File: config.mk
export PLATFORM = sky130hd
export DESIGN_NAME = sha256_stream_hasher_top
export DESIGN_NICKNAME = d
export VERILOG_FILES = /design/src/rtl/shash_pkg.sv /design/src/rtl/shash_core.sv /design/src/rtl/sha256_stream_hasher_top.sv
export VERILOG_INCLUDE_DIRS = /design/src /design/src/rtl
export SDC_FILE = /design/constraint.sdc
export NUM_CORES = 2
export LEC_CHECK = 0
export BUFFER_PORTS_ARGS = -buffer_cell sky130_fd_sc_hd__buf_2
export CAP_MARGIN = 20
export CORE_MARGIN = 1
export CORE_UTILIZATION = 40
export DETAILED_ROUTE_END_ITERATION = 8
export GPL_TIMING_DRIVEN = 0
export PLACE_DENSITY_LB_ADDON = 0.3
export SETUP_SLACK_MARGIN = 0.05
export SLEW_MARGIN = 0
export SYNTH_ARGS = -nofsm -noshare
export SYNTH_HDL_FRONTEND = slang
export SYNTH_HIERARCHICAL = 1
export SYNTH_SLANG_ARGS = --single-unit
File: constraint.sdc
create_clock -name clk -period 17.3 [get_ports clk]
set_input_delay 2.595 -clock clk [delete_from_list [all_inputs] [get_ports clk]]
set_output_delay 2.595 -clock clk [all_outputs]
set_load 0.02 [all_outputs]
File: src/rtl/sha256_stream_hasher_top_assert.svh
// Assertion macros used by the hasher core.
`ifndef SHA256_STREAM_HASHER_TOP_ASSERT_SVH
`define SHA256_STREAM_HASHER_TOP_ASSERT_SVH

// Same-cycle implication, checked on every rising clock edge outside reset.
`define SHASH_ASSERT_NOW(label, ante, cons) \
  label: assert property (@(posedge clk) disable iff (rst) (ante) |-> (cons)) \
    else $error("hasher check failed");

// Next-cycle implication, checked on every rising clock edge outside reset.
`define SHASH_ASSERT_NEXT(label, ante, cons) \
  label: assert property (@(posedge clk) disable iff (rst) (ante) |=> (cons)) \
    else $error("hasher check failed");

`endif

File: src/rtl/shash_pkg.sv
// Types, constants and helper functions shared by the SHA-256 hasher.
`timescale 1ns / 1ps
`default_nettype none
package shash_pkg;

  typedef struct packed {
    logic [31:0] message_word;
    logic [2:0]  byte_count;
    logic        last_item;
  } in_item_t;

  typedef struct packed {
    logic [31:0] digest_word;
    logic        digest_last;
  } out_item_t;

  // Block store write request from the byte packer.
  typedef struct packed {
    logic        we;
    logic [3:0]  addr;
    logic [31:0] data;
  } mem_wr_t;

  typedef struct packed {
    logic start;
    logic reinit;
  } core_ctrl_t;

  typedef struct packed {
    logic busy;
  } core_stat_t;

  typedef enum logic [1:0] {
    C_IDLE,
    C_LOAD,
    C_RUN,
    C_FOLD
  } core_state_t;

  typedef enum logic [2:0] {
    S_IDLE,
    S_BYTE,
    S_PAD,
    S_LEN_HI,
    S_LEN_LO,
    S_WAIT,
    S_OUT
  } top_state_t;

  localparam logic [2:0] PH_ADDR  = 3'd0;
  localparam logic [2:0] PH_CAP0  = 3'd1;
  localparam logic [2:0] PH_CAP1  = 3'd2;
  localparam logic [2:0] PH_SCHED = 3'd3;
  localparam logic [2:0] PH_ROUND = 3'd4;

  localparam logic [7:0] PAD_BYTE = 8'h80;
  localparam logic [5:0] LEN_POS  = 6'd56;
  localparam logic [3:0] LEN_HI_WORD = 4'd14;
  localparam logic [3:0] LEN_LO_WORD = 4'd15;

  localparam logic [31:0] ROUND_K [64] = '{
    32'h428A2F98, 32'h71374491, 32'hB5C0FBCF, 32'hE9B5DBA5,
    32'h3956C25B, 32'h59F111F1, 32'h923F82A4, 32'hAB1C5ED5,
    32'hD807AA98, 32'h12835B01, 32'h243185BE, 32'h550C7DC3,
    32'h72BE5D74, 32'h80DEB1FE, 32'h9BDC06A7, 32'hC19BF174,
    32'hE49B69C1, 32'hEFBE4786, 32'h0FC19DC6, 32'h240CA1CC,
    32'h2DE92C6F, 32'h4A7484AA, 32'h5CB0A9DC, 32'h76F988DA,
    32'h983E5152, 32'hA831C66D, 32'hB00327C8, 32'hBF597FC7,
    32'hC6E00BF3, 32'hD5A79147, 32'h06CA6351, 32'h14292967,
    32'h27B70A85, 32'h2E1B2138, 32'h4D2C6DFC, 32'h53380D13,
    32'h650A7354, 32'h766A0ABB, 32'h81C2C92E, 32'h92722C85,
    32'hA2BFE8A1, 32'hA81A664B, 32'hC24B8B70, 32'hC76C51A3,
    32'hD192E819, 32'hD6990624, 32'hF40E3585, 32'h106AA070,
    32'h19A4C116, 32'h1E376C08, 32'h2748774C, 32'h34B0BCB5,
    32'h391C0CB3, 32'h4ED8AA4A, 32'h5B9CCA4F, 32'h682E6FF3,
    32'h748F82EE, 32'h78A5636F, 32'h84C87814, 32'h8CC70208,
    32'h90BEFFFA, 32'hA4506CEB, 32'hBEF9A3F7, 32'hC67178F2
  };

  localparam logic [31:0] HASH_IV [8] = '{
    32'h6a09e667, 32'hbb67ae85, 32'h3c6ef372, 32'ha54ff53a,
    32'h510e527f, 32'h9b05688c, 32'h1f83d9ab, 32'h5be0cd19
  };

  function automatic logic [31:0] rotr(input logic [31:0] x, input int n);
    rotr = (x >> n) | (x << (32 - n));
  endfunction

  function automatic logic [31:0] sig0(input logic [31:0] x);
    sig0 = rotr(x, 7) ^ rotr(x, 18) ^ (x >> 3);
  endfunction

  function automatic logic [31:0] sig1(input logic [31:0] x);
    sig1 = rotr(x, 17) ^ rotr(x, 19) ^ (x >> 10);
  endfunction

  function automatic logic [31:0] bsig0(input logic [31:0] x);
    bsig0 = rotr(x, 2) ^ rotr(x, 13) ^ rotr(x, 22);
  endfunction

  function automatic logic [31:0] bsig1(input logic [31:0] x);
    bsig1 = rotr(x, 6) ^ rotr(x, 11) ^ rotr(x, 25);
  endfunction

  // Replace one byte lane of a word; lane 0 is bits 31 to 24.
  function automatic logic [31:0] put_lane(input logic [31:0] w, input logic [1:0] lane,
                                           input logic [7:0] b);
    logic [31:0] r;
    r = w;
    case (lane)
      2'd0: r[31:24] = b;
      2'd1: r[23:16] = b;
      2'd2: r[15:8]  = b;
      default: r[7:0] = b;
    endcase
    put_lane = r;
  endfunction

endpackage
`default_nettype wire

File: src/rtl/shash_core.sv
// Compression engine: block store memory, rolling schedule and round registers.
`timescale 1ns / 1ps
`default_nettype none
`include "sha256_stream_hasher_top_assert.svh"
module shash_core import shash_pkg::*; (
  input  logic        clk,
  input  logic        rst,
  input  core_ctrl_t  ctrl,
  input  mem_wr_t     wr,
  input  logic [2:0]  hash_sel,
  output core_stat_t  stat,
  output logic [31:0] hash_word
);

  logic [31:0] block_mem [16];
  logic [31:0] rd_a, rd_b;
  logic [3:0]  raddr_a, raddr_b;
  logic        mem_we;
  logic [3:0]  mem_waddr;
  logic [31:0] mem_wdata;

  core_state_t state, state_next;
  logic [2:0]  phase;
  logic [5:0]  round;
  logic [31:0] hash [8];
  logic [31:0] rr [8];
  logic [31:0] wt, w1, w9, w14, w_reg;
  logic [31:0] w_sched, t1, t2, ch, maj;

  // Schedule word for this round.
  assign w_sched = round[5:4] == 2'd0 ? wt : wt + sig0(w1) + w9 + sig1(w14);

  // Round functions.
  assign ch  = (rr[4] & rr[5]) ^ (~rr[4] & rr[6]);
  assign maj = (rr[0] & rr[1]) ^ (rr[0] & rr[2]) ^ (rr[1] & rr[2]);
  assign t1  = rr[7] + bsig1(rr[4]) + ch + ROUND_K[round] + w_reg;
  assign t2  = bsig0(rr[0]) + maj;

  // Read addresses: current word and its neighbour, then the two far taps.
  always_comb begin
    if (phase == PH_ADDR) begin
      raddr_a = round[3:0];
      raddr_b = round[3:0] + 4'd1;
    end else begin
      raddr_a = round[3:0] + 4'd9;
      raddr_b = round[3:0] + 4'd14;
    end
  end

  // Write port: schedule write-back during a run, otherwise the byte packer.
  always_comb begin
    if (state == C_RUN) begin
      mem_we    = (phase == PH_SCHED) && (round[5:4] != 2'd0);
      mem_waddr = round[3:0];
      mem_wdata = w_sched;
    end else begin
      mem_we    = wr.we;
      mem_waddr = wr.addr;
      mem_wdata = wr.data;
    end
  end

  // Block store with registered read data.
  always_ff @(posedge clk) begin
    if (mem_we) begin
      block_mem[mem_waddr] <= mem_wdata;
    end
    rd_a <= block_mem[raddr_a];
    rd_b <= block_mem[raddr_b];
  end

  // Next state of the sequencer.
  always_comb begin
    state_next = state;
    case (state)
      C_IDLE: if (ctrl.start) state_next = C_LOAD;
      C_LOAD: state_next = C_RUN;
      C_RUN: begin
        if (phase == PH_ROUND && round == 6'd63) state_next = C_FOLD;
      end
      C_FOLD: state_next = C_IDLE;
      default: state_next = C_IDLE;
    endcase
  end

  always_ff @(posedge clk) begin
    if (rst) begin
      state <= C_IDLE;
    end else begin
      state <= state_next;
    end
  end

  // Phase and round counters.
  always_ff @(posedge clk) begin
    if (rst) begin
      phase <= PH_ADDR;
      round <= '0;
    end else if (state == C_LOAD) begin
      phase <= PH_ADDR;
      round <= '0;
    end else if (state == C_RUN) begin
      if (phase == PH_ROUND) begin
        phase <= PH_ADDR;
        round <= round + 6'd1;
      end else begin
        phase <= phase + 3'd1;
      end
    end
  end

  // Operand capture and the round itself.
  always_ff @(posedge clk) begin
    if (state == C_LOAD) begin
      for (int j = 0; j < 8; j++) rr[j] <= hash[j];
    end else if (state == C_RUN) begin
      case (phase)
        PH_CAP0: begin
          wt <= rd_a;
          w1 <= rd_b;
        end
        PH_CAP1: begin
          w9  <= rd_a;
          w14 <= rd_b;
        end
        PH_SCHED: w_reg <= w_sched;
        PH_ROUND: begin
          rr[1] <= rr[0];
          rr[2] <= rr[1];
          rr[3] <= rr[2];
          rr[5] <= rr[4];
          rr[6] <= rr[5];
          rr[7] <= rr[6];
          rr[4] <= rr[3] + t1;
          rr[0] <= t1 + t2;
        end
        default: ;
      endcase
    end
  end

  // Chaining value: initial hash, folded after every block, back to the initial hash on reinit.
  always_ff @(posedge clk) begin
    if (rst) begin
      for (int j = 0; j < 8; j++) hash[j] <= HASH_IV[j];
    end else if (state == C_FOLD) begin
      for (int j = 0; j < 8; j++) hash[j] <= hash[j] + rr[j];
    end else if (ctrl.reinit) begin
      for (int j = 0; j < 8; j++) hash[j] <= HASH_IV[j];
    end
  end

  assign stat.busy = state != C_IDLE;
  assign hash_word = hash[hash_sel];

  `SHASH_ASSERT_NOW(a_start_idle, ctrl.start, state == C_IDLE)
  `SHASH_ASSERT_NOW(a_phase_range, state == C_RUN, phase <= PH_ROUND)
  `SHASH_ASSERT_NEXT(a_fold_idle, state == C_FOLD, state == C_IDLE && round == 6'd0)

endmodule
`default_nettype wire

File: src/rtl/sha256_stream_hasher_top.sv
// Top level of the SHA-256 stream hasher: byte packing, padding and digest output.
//
//  channel | direction | payload     | handshake
//  in      | input     | in_item_t   | in_valid / in_stall
//  out     | output    | out_item_t  | out_valid / out_stall
//
// A request is taken in S_IDLE, its bytes are packed in S_BYTE and a final S_BYTE
// step closes it. Every 64 bytes the engine loads the round registers, runs 64
// rounds, each through the address, two capture, schedule and round phases set by
// the two-port block store reads of the schedule taps, and folds the result, while
// requests wait. Bytes and padding pack one a cycle while the engine is idle,
// and the eight digest words leave one a cycle while the output is not stalled.
// rst is synchronous; after it the hash holds the initial value and no item is open.
// A stalled output holds its word; new requests wait until the last word is loaded.
`timescale 1ns / 1ps
`default_nettype none
module sha256_stream_hasher_top import shash_pkg::*; (
  input  logic      clk,
  input  logic      rst,
  input  logic      in_valid,
  output logic      in_stall,
  input  in_item_t  in_data,
  output logic      out_valid,
  input  logic      out_stall,
  output out_item_t out_data
);

  top_state_t  state, state_next, ret_state;
  logic [63:0] byte_total;
  logic [31:0] item_word;
  logic [2:0]  cnt;
  logic        last;
  logic [31:0] acc, acc_new;
  logic [5:0]  pad_pos;
  logic        pad_first;
  logic [2:0]  out_idx;
  logic        out_load;
  logic [5:0]  cur_pos;
  logic [7:0]  cur_byte;

  core_ctrl_t  ctrl;
  core_stat_t  stat;
  mem_wr_t     wr;
  logic [31:0] hash_word;

  shash_core u_core (
    .clk       (clk),
    .rst       (rst),
    .ctrl      (ctrl),
    .wr        (wr),
    .hash_sel  (out_idx),
    .stat      (stat),
    .hash_word (hash_word)
  );

  assign in_stall = state != S_IDLE;
  assign out_load = (state == S_OUT) && (!out_valid || !out_stall);

  // Byte being packed and its block position.
  assign cur_pos  = state == S_PAD ? pad_pos : byte_total[5:0];
  assign cur_byte = state == S_PAD ? (pad_first ? PAD_BYTE : 8'h00) : item_word[31:24];
  assign acc_new  = put_lane(acc, cur_pos[1:0], cur_byte);

  // Next state, store writes and engine control.
  always_comb begin
    state_next  = state;
    ctrl.start  = 1'b0;
    ctrl.reinit = 1'b0;
    wr.we       = 1'b0;
    wr.addr     = cur_pos[5:2];
    wr.data     = acc_new;
    case (state)
      S_IDLE: if (in_valid) state_next = S_BYTE;
      S_BYTE: begin
        if (cnt == 3'd0) begin
          state_next = last ? S_PAD : S_IDLE;
        end else begin
          wr.we = cur_pos[1:0] == 2'd3;
          if (cur_pos == 6'd63) begin
            ctrl.start = 1'b1;
            state_next = S_WAIT;
          end
        end
      end
      S_PAD: begin
        wr.we = cur_pos[1:0] == 2'd3;
        if (cur_pos == 6'd63) begin
          ctrl.start = 1'b1;
          state_next = S_WAIT;
        end else if (cur_pos + 6'd1 == LEN_POS) begin
          state_next = S_LEN_HI;
        end
      end
      S_LEN_HI: begin
        wr.we      = 1'b1;
        wr.addr    = LEN_HI_WORD;
        wr.data    = byte_total[60:29];
        state_next = S_LEN_LO;
      end
      S_LEN_LO: begin
        wr.we      = 1'b1;
        wr.addr    = LEN_LO_WORD;
        wr.data    = {byte_total[28:0], 3'b000};
        ctrl.start = 1'b1;
        state_next = S_WAIT;
      end
      S_WAIT: if (!stat.busy) state_next = ret_state;
      S_OUT: begin
        if (out_load && out_idx == 3'd7) begin
          ctrl.reinit = 1'b1;
          state_next  = S_IDLE;
        end
      end
      default: state_next = S_IDLE;
    endcase
  end

  always_ff @(posedge clk) begin
    if (rst) begin
      state <= S_IDLE;
    end else begin
      state <= state_next;
    end
  end

  // Control registers: byte count, return point and output index.
  always_ff @(posedge clk) begin
    if (rst) begin
      byte_total <= '0;
      ret_state  <= S_IDLE;
      out_idx    <= '0;
      out_valid  <= 1'b0;
      cnt        <= '0;
      pad_first  <= 1'b0;
      pad_pos    <= '0;
    end else begin
      case (state)
        S_IDLE: begin
          if (in_valid) cnt <= in_data.byte_count > 3'd4 ? 3'd4 : in_data.byte_count;
        end
        S_BYTE: begin
          if (cnt == 3'd0) begin
            pad_pos   <= byte_total[5:0];
            pad_first <= 1'b1;
          end else begin
            cnt        <= cnt - 3'd1;
            byte_total <= byte_total + 64'd1;
            ret_state  <= S_BYTE;
          end
        end
        S_PAD: begin
          pad_pos   <= pad_pos + 6'd1;
          pad_first <= 1'b0;
          ret_state <= S_PAD;
        end
        S_LEN_LO: ret_state <= S_OUT;
        S_OUT: begin
          if (out_load) begin
            out_idx <= out_idx + 3'd1;
            if (out_idx == 3'd7) byte_total <= '0;
          end
        end
        default: ;
      endcase
      if (out_load) begin
        out_valid <= 1'b1;
      end else if (!out_stall) begin
        out_valid <= 1'b0;
      end
    end
  end

  // Payload registers.
  always_ff @(posedge clk) begin
    if (state == S_IDLE && in_valid) begin
      item_word <= in_data.message_word;
      last      <= in_data.last_item;
    end else if (state == S_BYTE && cnt != 3'd0) begin
      item_word <= {item_word[23:0], 8'h00};
    end
    if ((state == S_BYTE && cnt != 3'd0) || state == S_PAD) begin
      acc <= acc_new;
    end
    if (out_load) begin
      out_data.digest_word <= hash_word;
      out_data.digest_last <= out_idx == 3'd7;
    end
  end

endmodule
`default_nettype wire

**Word level (Yosys, flattened, before mapping)**

Memory sizes are Yosys's and may differ from the RTL's. A register that Yosys moved wholly into a read port is not among the register bits.
Index checks and enable logic that the tools add are counted.

- Div/mod/pow operators: 0
- Add/sub/neg operators: 28
- Shifts and indexed selects: 0
- Reductions and logical operators: 39
- Multiplexer cells: 95
- Equality and inequality tests: 32
- Bitwise gates (word level): 53
- Order comparisons: 2
- $mul: 0

Operators by type and width:

| kind | count |
|---|---|
| 32-bit two-way mux | 30 |
| 32-bit adder | 18 |
| 32-bit bitwise XOR | 9 |
| 64-bit two-way mux | 3 |
| 32-bit AND | 5 |
| 64-bit one-hot mux with 2 select lines | 1 |
| 36-bit one-hot mux with 2 select lines | 1 |
| 64-bit by 1-bit adder with 64-bit output (second input constant) | 1 |
| 8-bit two-way mux | 6 |
| 3-bit two-way mux | 12 |
| 32-bit NOT | 1 |
| 10-bit by 32-bit bitwise OR with 32-bit output | 1 |
| 13-bit by 32-bit bitwise OR with 32-bit output | 1 |
| 14-bit by 32-bit bitwise OR with 32-bit output | 1 |
| 15-bit by 32-bit bitwise OR with 32-bit output | 1 |
| 19-bit by 32-bit bitwise OR with 32-bit output | 1 |
| 21-bit by 32-bit bitwise OR with 32-bit output | 1 |
| 25-bit by 32-bit bitwise OR with 32-bit output | 1 |
| 26-bit by 32-bit bitwise OR with 32-bit output | 1 |
| 30-bit by 32-bit bitwise OR with 32-bit output | 1 |
| 7-bit by 32-bit bitwise OR with 32-bit output | 1 |
| 32-bit by 22-bit bitwise XOR with 32-bit output | 1 |
| 32-bit by 29-bit bitwise XOR with 32-bit output | 1 |
| 1-bit two-way mux | 26 |
| 43 further kinds | 124 |

- Output and inout port bits: 35
- Memory bits (read-only): 2048
- Bits in latches: 0
- Input bits: 40
- Register bits: 321
- Memories kept: 4
- Memory bits (writable): 1024

Memory list:

| memory | words | bits a word | read ports | clocked after memory_dff | wr ports | RTL line | source |
|---|---|---|---|---|---|---|---|
| (no name shown) | 64 | 32 | 1 | 0 | 0 | shash_core.sv:36 | `assign t1 = rr[7] + bsig1(rr[4]) + ch + ROUND_K[round] + w_reg;` |
| u_core.block_mem | 16 | 32 | 2 | 2 | 1 | shash_core.sv:15 | `logic [31:0] block_mem [16];` |
| u_core.hash | 8 | 32 | 9 | 1 | 8 | shash_core.sv:25 | `logic [31:0] hash [8];` |
| u_core.rr | 8 | 32 | 8 | 0 | 8 | shash_core.sv:26 | `logic [31:0] rr [8];` |

**Depth between registers and ports, before layout**

- Depth in word-level cells: 11
- Gate-level depth with buffers: 40

**Cells and area by module**

The synthesis kept the hierarchy.

By module, submodules not included:

| module | instances | seq. area each (sq um) | cells an instance | area an instance (sq um) |
|---|---|---|---|---|
| shash_core | 1 | 35774.3 | 6731 | 79757.7 |
| sha256_stream_hasher_top | 1 | 4564.4 | 843 | 8529.4 |

**Worst setup path before layout**

OpenSTA, ideal clock, no wires.

- Path kind: register -> register
- Start: register u_core.round[0]
- End: memory u_core.rr[0][28], data pin
- Cell stages (with the launch flop): 39
- Arrival: 8.154 ns
- Setup slack: 8.883 ns
- Clock period less this slack: 8.417 ns
- Cells stage by stage: dfxtp_1 inv_1 clkbuf_1 ha_1 clkbuf_1 nor2b_1 o311ai_0 nand3_1 a21oi_1 fa_1 fa_1 inv_1 ha_1 fa_1 a211o_1 o211ai_1 a21oi_1 nand3_1 [... 3 more ...] a21o_1 a21oi_1 xnor2_1 inv_1 fa_1 inv_1 ha_1 a21o_1 a211oi_1 o211ai_1 and3_1 a2111oi_2 o31ai_1 o31ai_1 nand2b_1 a21oi_1 xor2_1 o21ai_1

RTL lines:

| item | RTL line | source |
|---|---|---|
| from (decl) | shash_core.sv:24 | `logic [5:0] round;` |
| from (signal assigned) | shash_core.sv:105 | `round <= round + 6'd1;` |
| to (decl) | shash_core.sv:26 |  |

==> results_tabular.tex <==
\begin{tabular}{lr}
\hline
Metric & Value \\
\hline
\multicolumn{2}{l}{\textbf{Power and ir drop}} \\
Max rail drop VDD & about 0.54 mV \\
Leak pwr & 0.0354 uW \\
Power density normalized to cell area & $\sim$220 nW/um2 \\
\multicolumn{2}{l}{\textbf{Cells and area}} \\
Final layout net count & around 8500 \\
Top reg by flops & u\_core/block\_mem \\
Proportion of layout cells with a drive suffix above 1 & 14.2\% \\
Filler cell count in the final layout & around 20000 \\
Area growth from synthesis to layout & 12.4\% \\
Storage element area & around 40000 um2 \\
Post-route insts no fill & 10900 \\
Largest registers & u\_core/block\_mem: 512 flops, u\_core/hash: 256 flops, u\_core/rr: 256 flops \\
Most common library cell in the layout ignoring fill and taps & edfxtp\_1 \\
Max reg flops & 512 \\
Core utilization of the finished layout & around 45\% \\
Most frequent cells in the layout & edfxtp\_1, nand2\_1, inv\_1 \\
Footprint of the multi-input gates & 44700 um2 \\
\multicolumn{2}{l}{\textbf{Critical path}} \\
Combined buffer and inverter count along the critical path & 9 \\
Start of the worst register-to-register path & u\_core/round[3] \\
Critical-path cell with the highest stage delay & fa\_1 \\
Kind of cell adding the most delay to the critical path & compound AO/OA/AOI/OAI gates \\
Worst EP arrival & 12320 ps \\
Element type at the critical path end & register \\
Type of the worst setup path & register to register \\
Max FO, Critical Path & 10 \\
Origin of the worst setup path & u\_core/round[3] \\
Critical Path Start Type & register \\
Required @ worst endpoint & 17870 ps \\
Crit path largest cell delay & slightly above 700 ps \\
Critical path's most frequent cell & a21oi\_1 \\
\multicolumn{2}{l}{\textbf{Run status}} \\
Violated checks & DRC \\
Run status & complete, but fails checks \\
\multicolumn{2}{l}{\textbf{Synthesis}} \\
Cell types occupying the most area after synthesis & edfxtp\_1, mux4\_2, dfxtp\_1 \\
Share of flip-flops with an asynchronous set or reset after synthesis & 0\% \\
Post-Synthesis Cells & 7574 \\
Ys flop type & edfxtp\_1 \\
Post-synthesis cell type with the largest combined area & edfxtp\_1 \\
Sequential cell area fraction in the yosys report & roughly 46\% \\
Unique masters post-synth & 101 \\
Number of flops mapped to enable cells by yosys & roughly 1200 \\
Post-Syn Area per Cell & 11.7 um2 \\
Post-Synthesis Net Count & approximately 8000 \\
Post-synthesis register bit count & about 1400 \\
Fraction of synthesized cell area taken by the top area cell type & about two fifths \\
Warnings from Yosys & 6 \\
Summed instance area of the synthesized netlist & between 80000 and 90000 um2 \\
\multicolumn{2}{l}{\textbf{Timing}} \\
Tightest Pin Transition & 1230 ps \\
Number of slew-limit violations in the final report & 0 \\
Sum of negative setup slack & 0 ps \\
Final clock skew & roughly 50 ps \\
Final hold violations & 0 \\
Final WS setup & 5550 ps \\
Post-layout minimum cycle time & $\sim$12000 ps \\
Unrepaired setup endpoints after global routing & no \\
Final cycle utilization of the critical path & a little under 70\% \\
Slew HR & a little under a fifth \\
Worst hold-check slack & 424 ps \\
Fmax & around 0.085 GHz \\
Final Setup Violations & 0 \\
\multicolumn{2}{l}{\textbf{Die}} \\
Die span in x & $\sim$470 um \\
Number of I/O pins & 75 \\
Area of the core region & about 220000 um2 \\
Initial standard-cell utilization of the core & between 40\% and 50\% \\
Y dimension of the die & 472 um \\
Row count & 172 \\
Die area & around 220000 um2 \\
\multicolumn{2}{l}{\textbf{Placement}} \\
DP Cell Count & between 10000 and 15000 \\
Global placement routability congestion & a little under 1 \\
Quantity of I/O buffers inserted on ports & between 70 and 80 \\
Half-perimeter wire length after detailed placement & 238000 um \\
Pre-CTS worst setup slack & between 5000 and 6000 ps \\
\multicolumn{2}{l}{\textbf{Global routing}} \\
Via count of the first global-routing pass & 63600 \\
Number of antenna violations at the first check in global routing & 11 \\
Total global routing overflow & 0 \\
Pin count of the biggest net entering global routing & 61 \\
All-layer global routing usage & between 20\% and 30\% \\
First-pass GRT wire length & 443000 um \\
\multicolumn{2}{l}{\textbf{Clocking}} \\
Max clock buf depth & 3 \\
Post-cts gate resize count & 0 \\
Total CTS buffers & 160 \\
Clock H-tree levels & 4 \\
Skew-Pair Late Insertion Delay & 850 ps \\
Number of clock sinks & 1438 \\
Buffers inserted during post-CTS setup optimization & 0 \\
CTS tree & done \\
Hold-fix buffers, CTS & 0 \\
Clk slew on worst S/H paths & roughly 60 ps \\
Root cell of the clock tree & clkbuf\_16 \\
\multicolumn{2}{l}{\textbf{Routing}} \\
Iteration count of the initial detailed-routing pass & 9 \\
Residual DRC count & 2 \\
Via count of the routed design & between 60000 and 70000 \\
Post-detailed-route wirelength per cell & roughly 28 um \\
Drt total wl & 308000 um \\
DRC violation total after the first TritonRoute iteration & 7866 \\
Vias per Instance & 6.03 \\
Antenna Nets Post-Route & 0 \\
\multicolumn{2}{l}{\textbf{Run}} \\
\# Max-Cap Violations & 0 \\
\multicolumn{2}{l}{\textbf{Hold path}} \\
Beginning of the worst hold path & u\_core/rd\_a[30] \\
Worst min-delay path class & register to register \\
\hline
\end{tabular}
routing by layer:
layer | up-vias | routed length (um) | GRT usage (%)
met3 | 731 | 27000 | 5.50
met5 | - | 82 | 0
met4 | 12 | 17800 | 14.0
met1 | 33000 | 122000 | 35.2
li1 | 28700 | - | -
met2 | 3272 | 141000 | 43.2
final timing paths:
kind | depth (start not counted) | slack (ps) | to
setup / recovery | 36 | 5550 | u_core/rr[0][28]
hold / removal | 0 | 420 | u_core/w9[30]
setup reg to reg | 36 | 5550 | u_core/rr[0][28]
hold reg to reg | 0 | 420 | u_core/w9[30]
cell type report:
type                       count  share of cell area, %
multi-input combinational   5247                   45.1
sequential                  1438                   40.6
clock buffer                 213                   4.39
tap                         2871                   3.62
inverter                     524                   1.98
timing repair buffer         158                   1.86
buffer                       365                   1.41
clock inverter                85                   1.02
antenna                        2                0.00504
report_power, final:
group / internal (uW) / total (uW) / switching (uW) / leakage (uW)
Clock: 1990 / 3500 / 1510 / 0.00260
Combinational: 4980 / 13200 / 8210 / 0.0206
Sequential: 4450 / 4670 / 224 / 0.0123
metrics by stage:
step	area (um2)	total power, uW
after floorplan	88300	13800
after global placement	92200	17600
after detailed placement	93800	17700
after CTS	99100	21300
after global routing	99300	22700
final	99300	21400
cell families after synthesis:
logic type,after synthesis,share of synthesized area [%]
AOI/OAI and AO/OA,1725,12.4
and+or+nand+nor,1632,8.65
DFF,1438,45.7
buffers and inverters,889,3.81
muxes,687,13.2
adders and majority gates,609,10.3
xor gates and xnor gates,594,5.93
synth_stat cells, types with 27 or more instances:
master,number
nor3_1,81
nand2b_1,65
o211ai_1,30
o21ai_1,52
nand3_1,111
xnor2_1,339
nand4_1,32
dfxtp_1,284
fa_1,195
edfxtp_1,1154
xor2_1,253
inv_1,517
a31oi_1,89
nor2_1,451
and3_1,41
nand2_1,559
buf_1,67
o31ai_1,37
nor2b_1,54
o21a_1,67
mux2i_1,47
a21o_1,212
ha_1,411
a22o_1,27
a21oi_1,476
mux2_2,284
o21bai_1,49
nor3b_1,32
a211oi_1,84
clkbuf_1,277
o21ai_0,374
and2_1,62
mux4_2,356
or3_1,50
(Power assumes the default switching activity.)
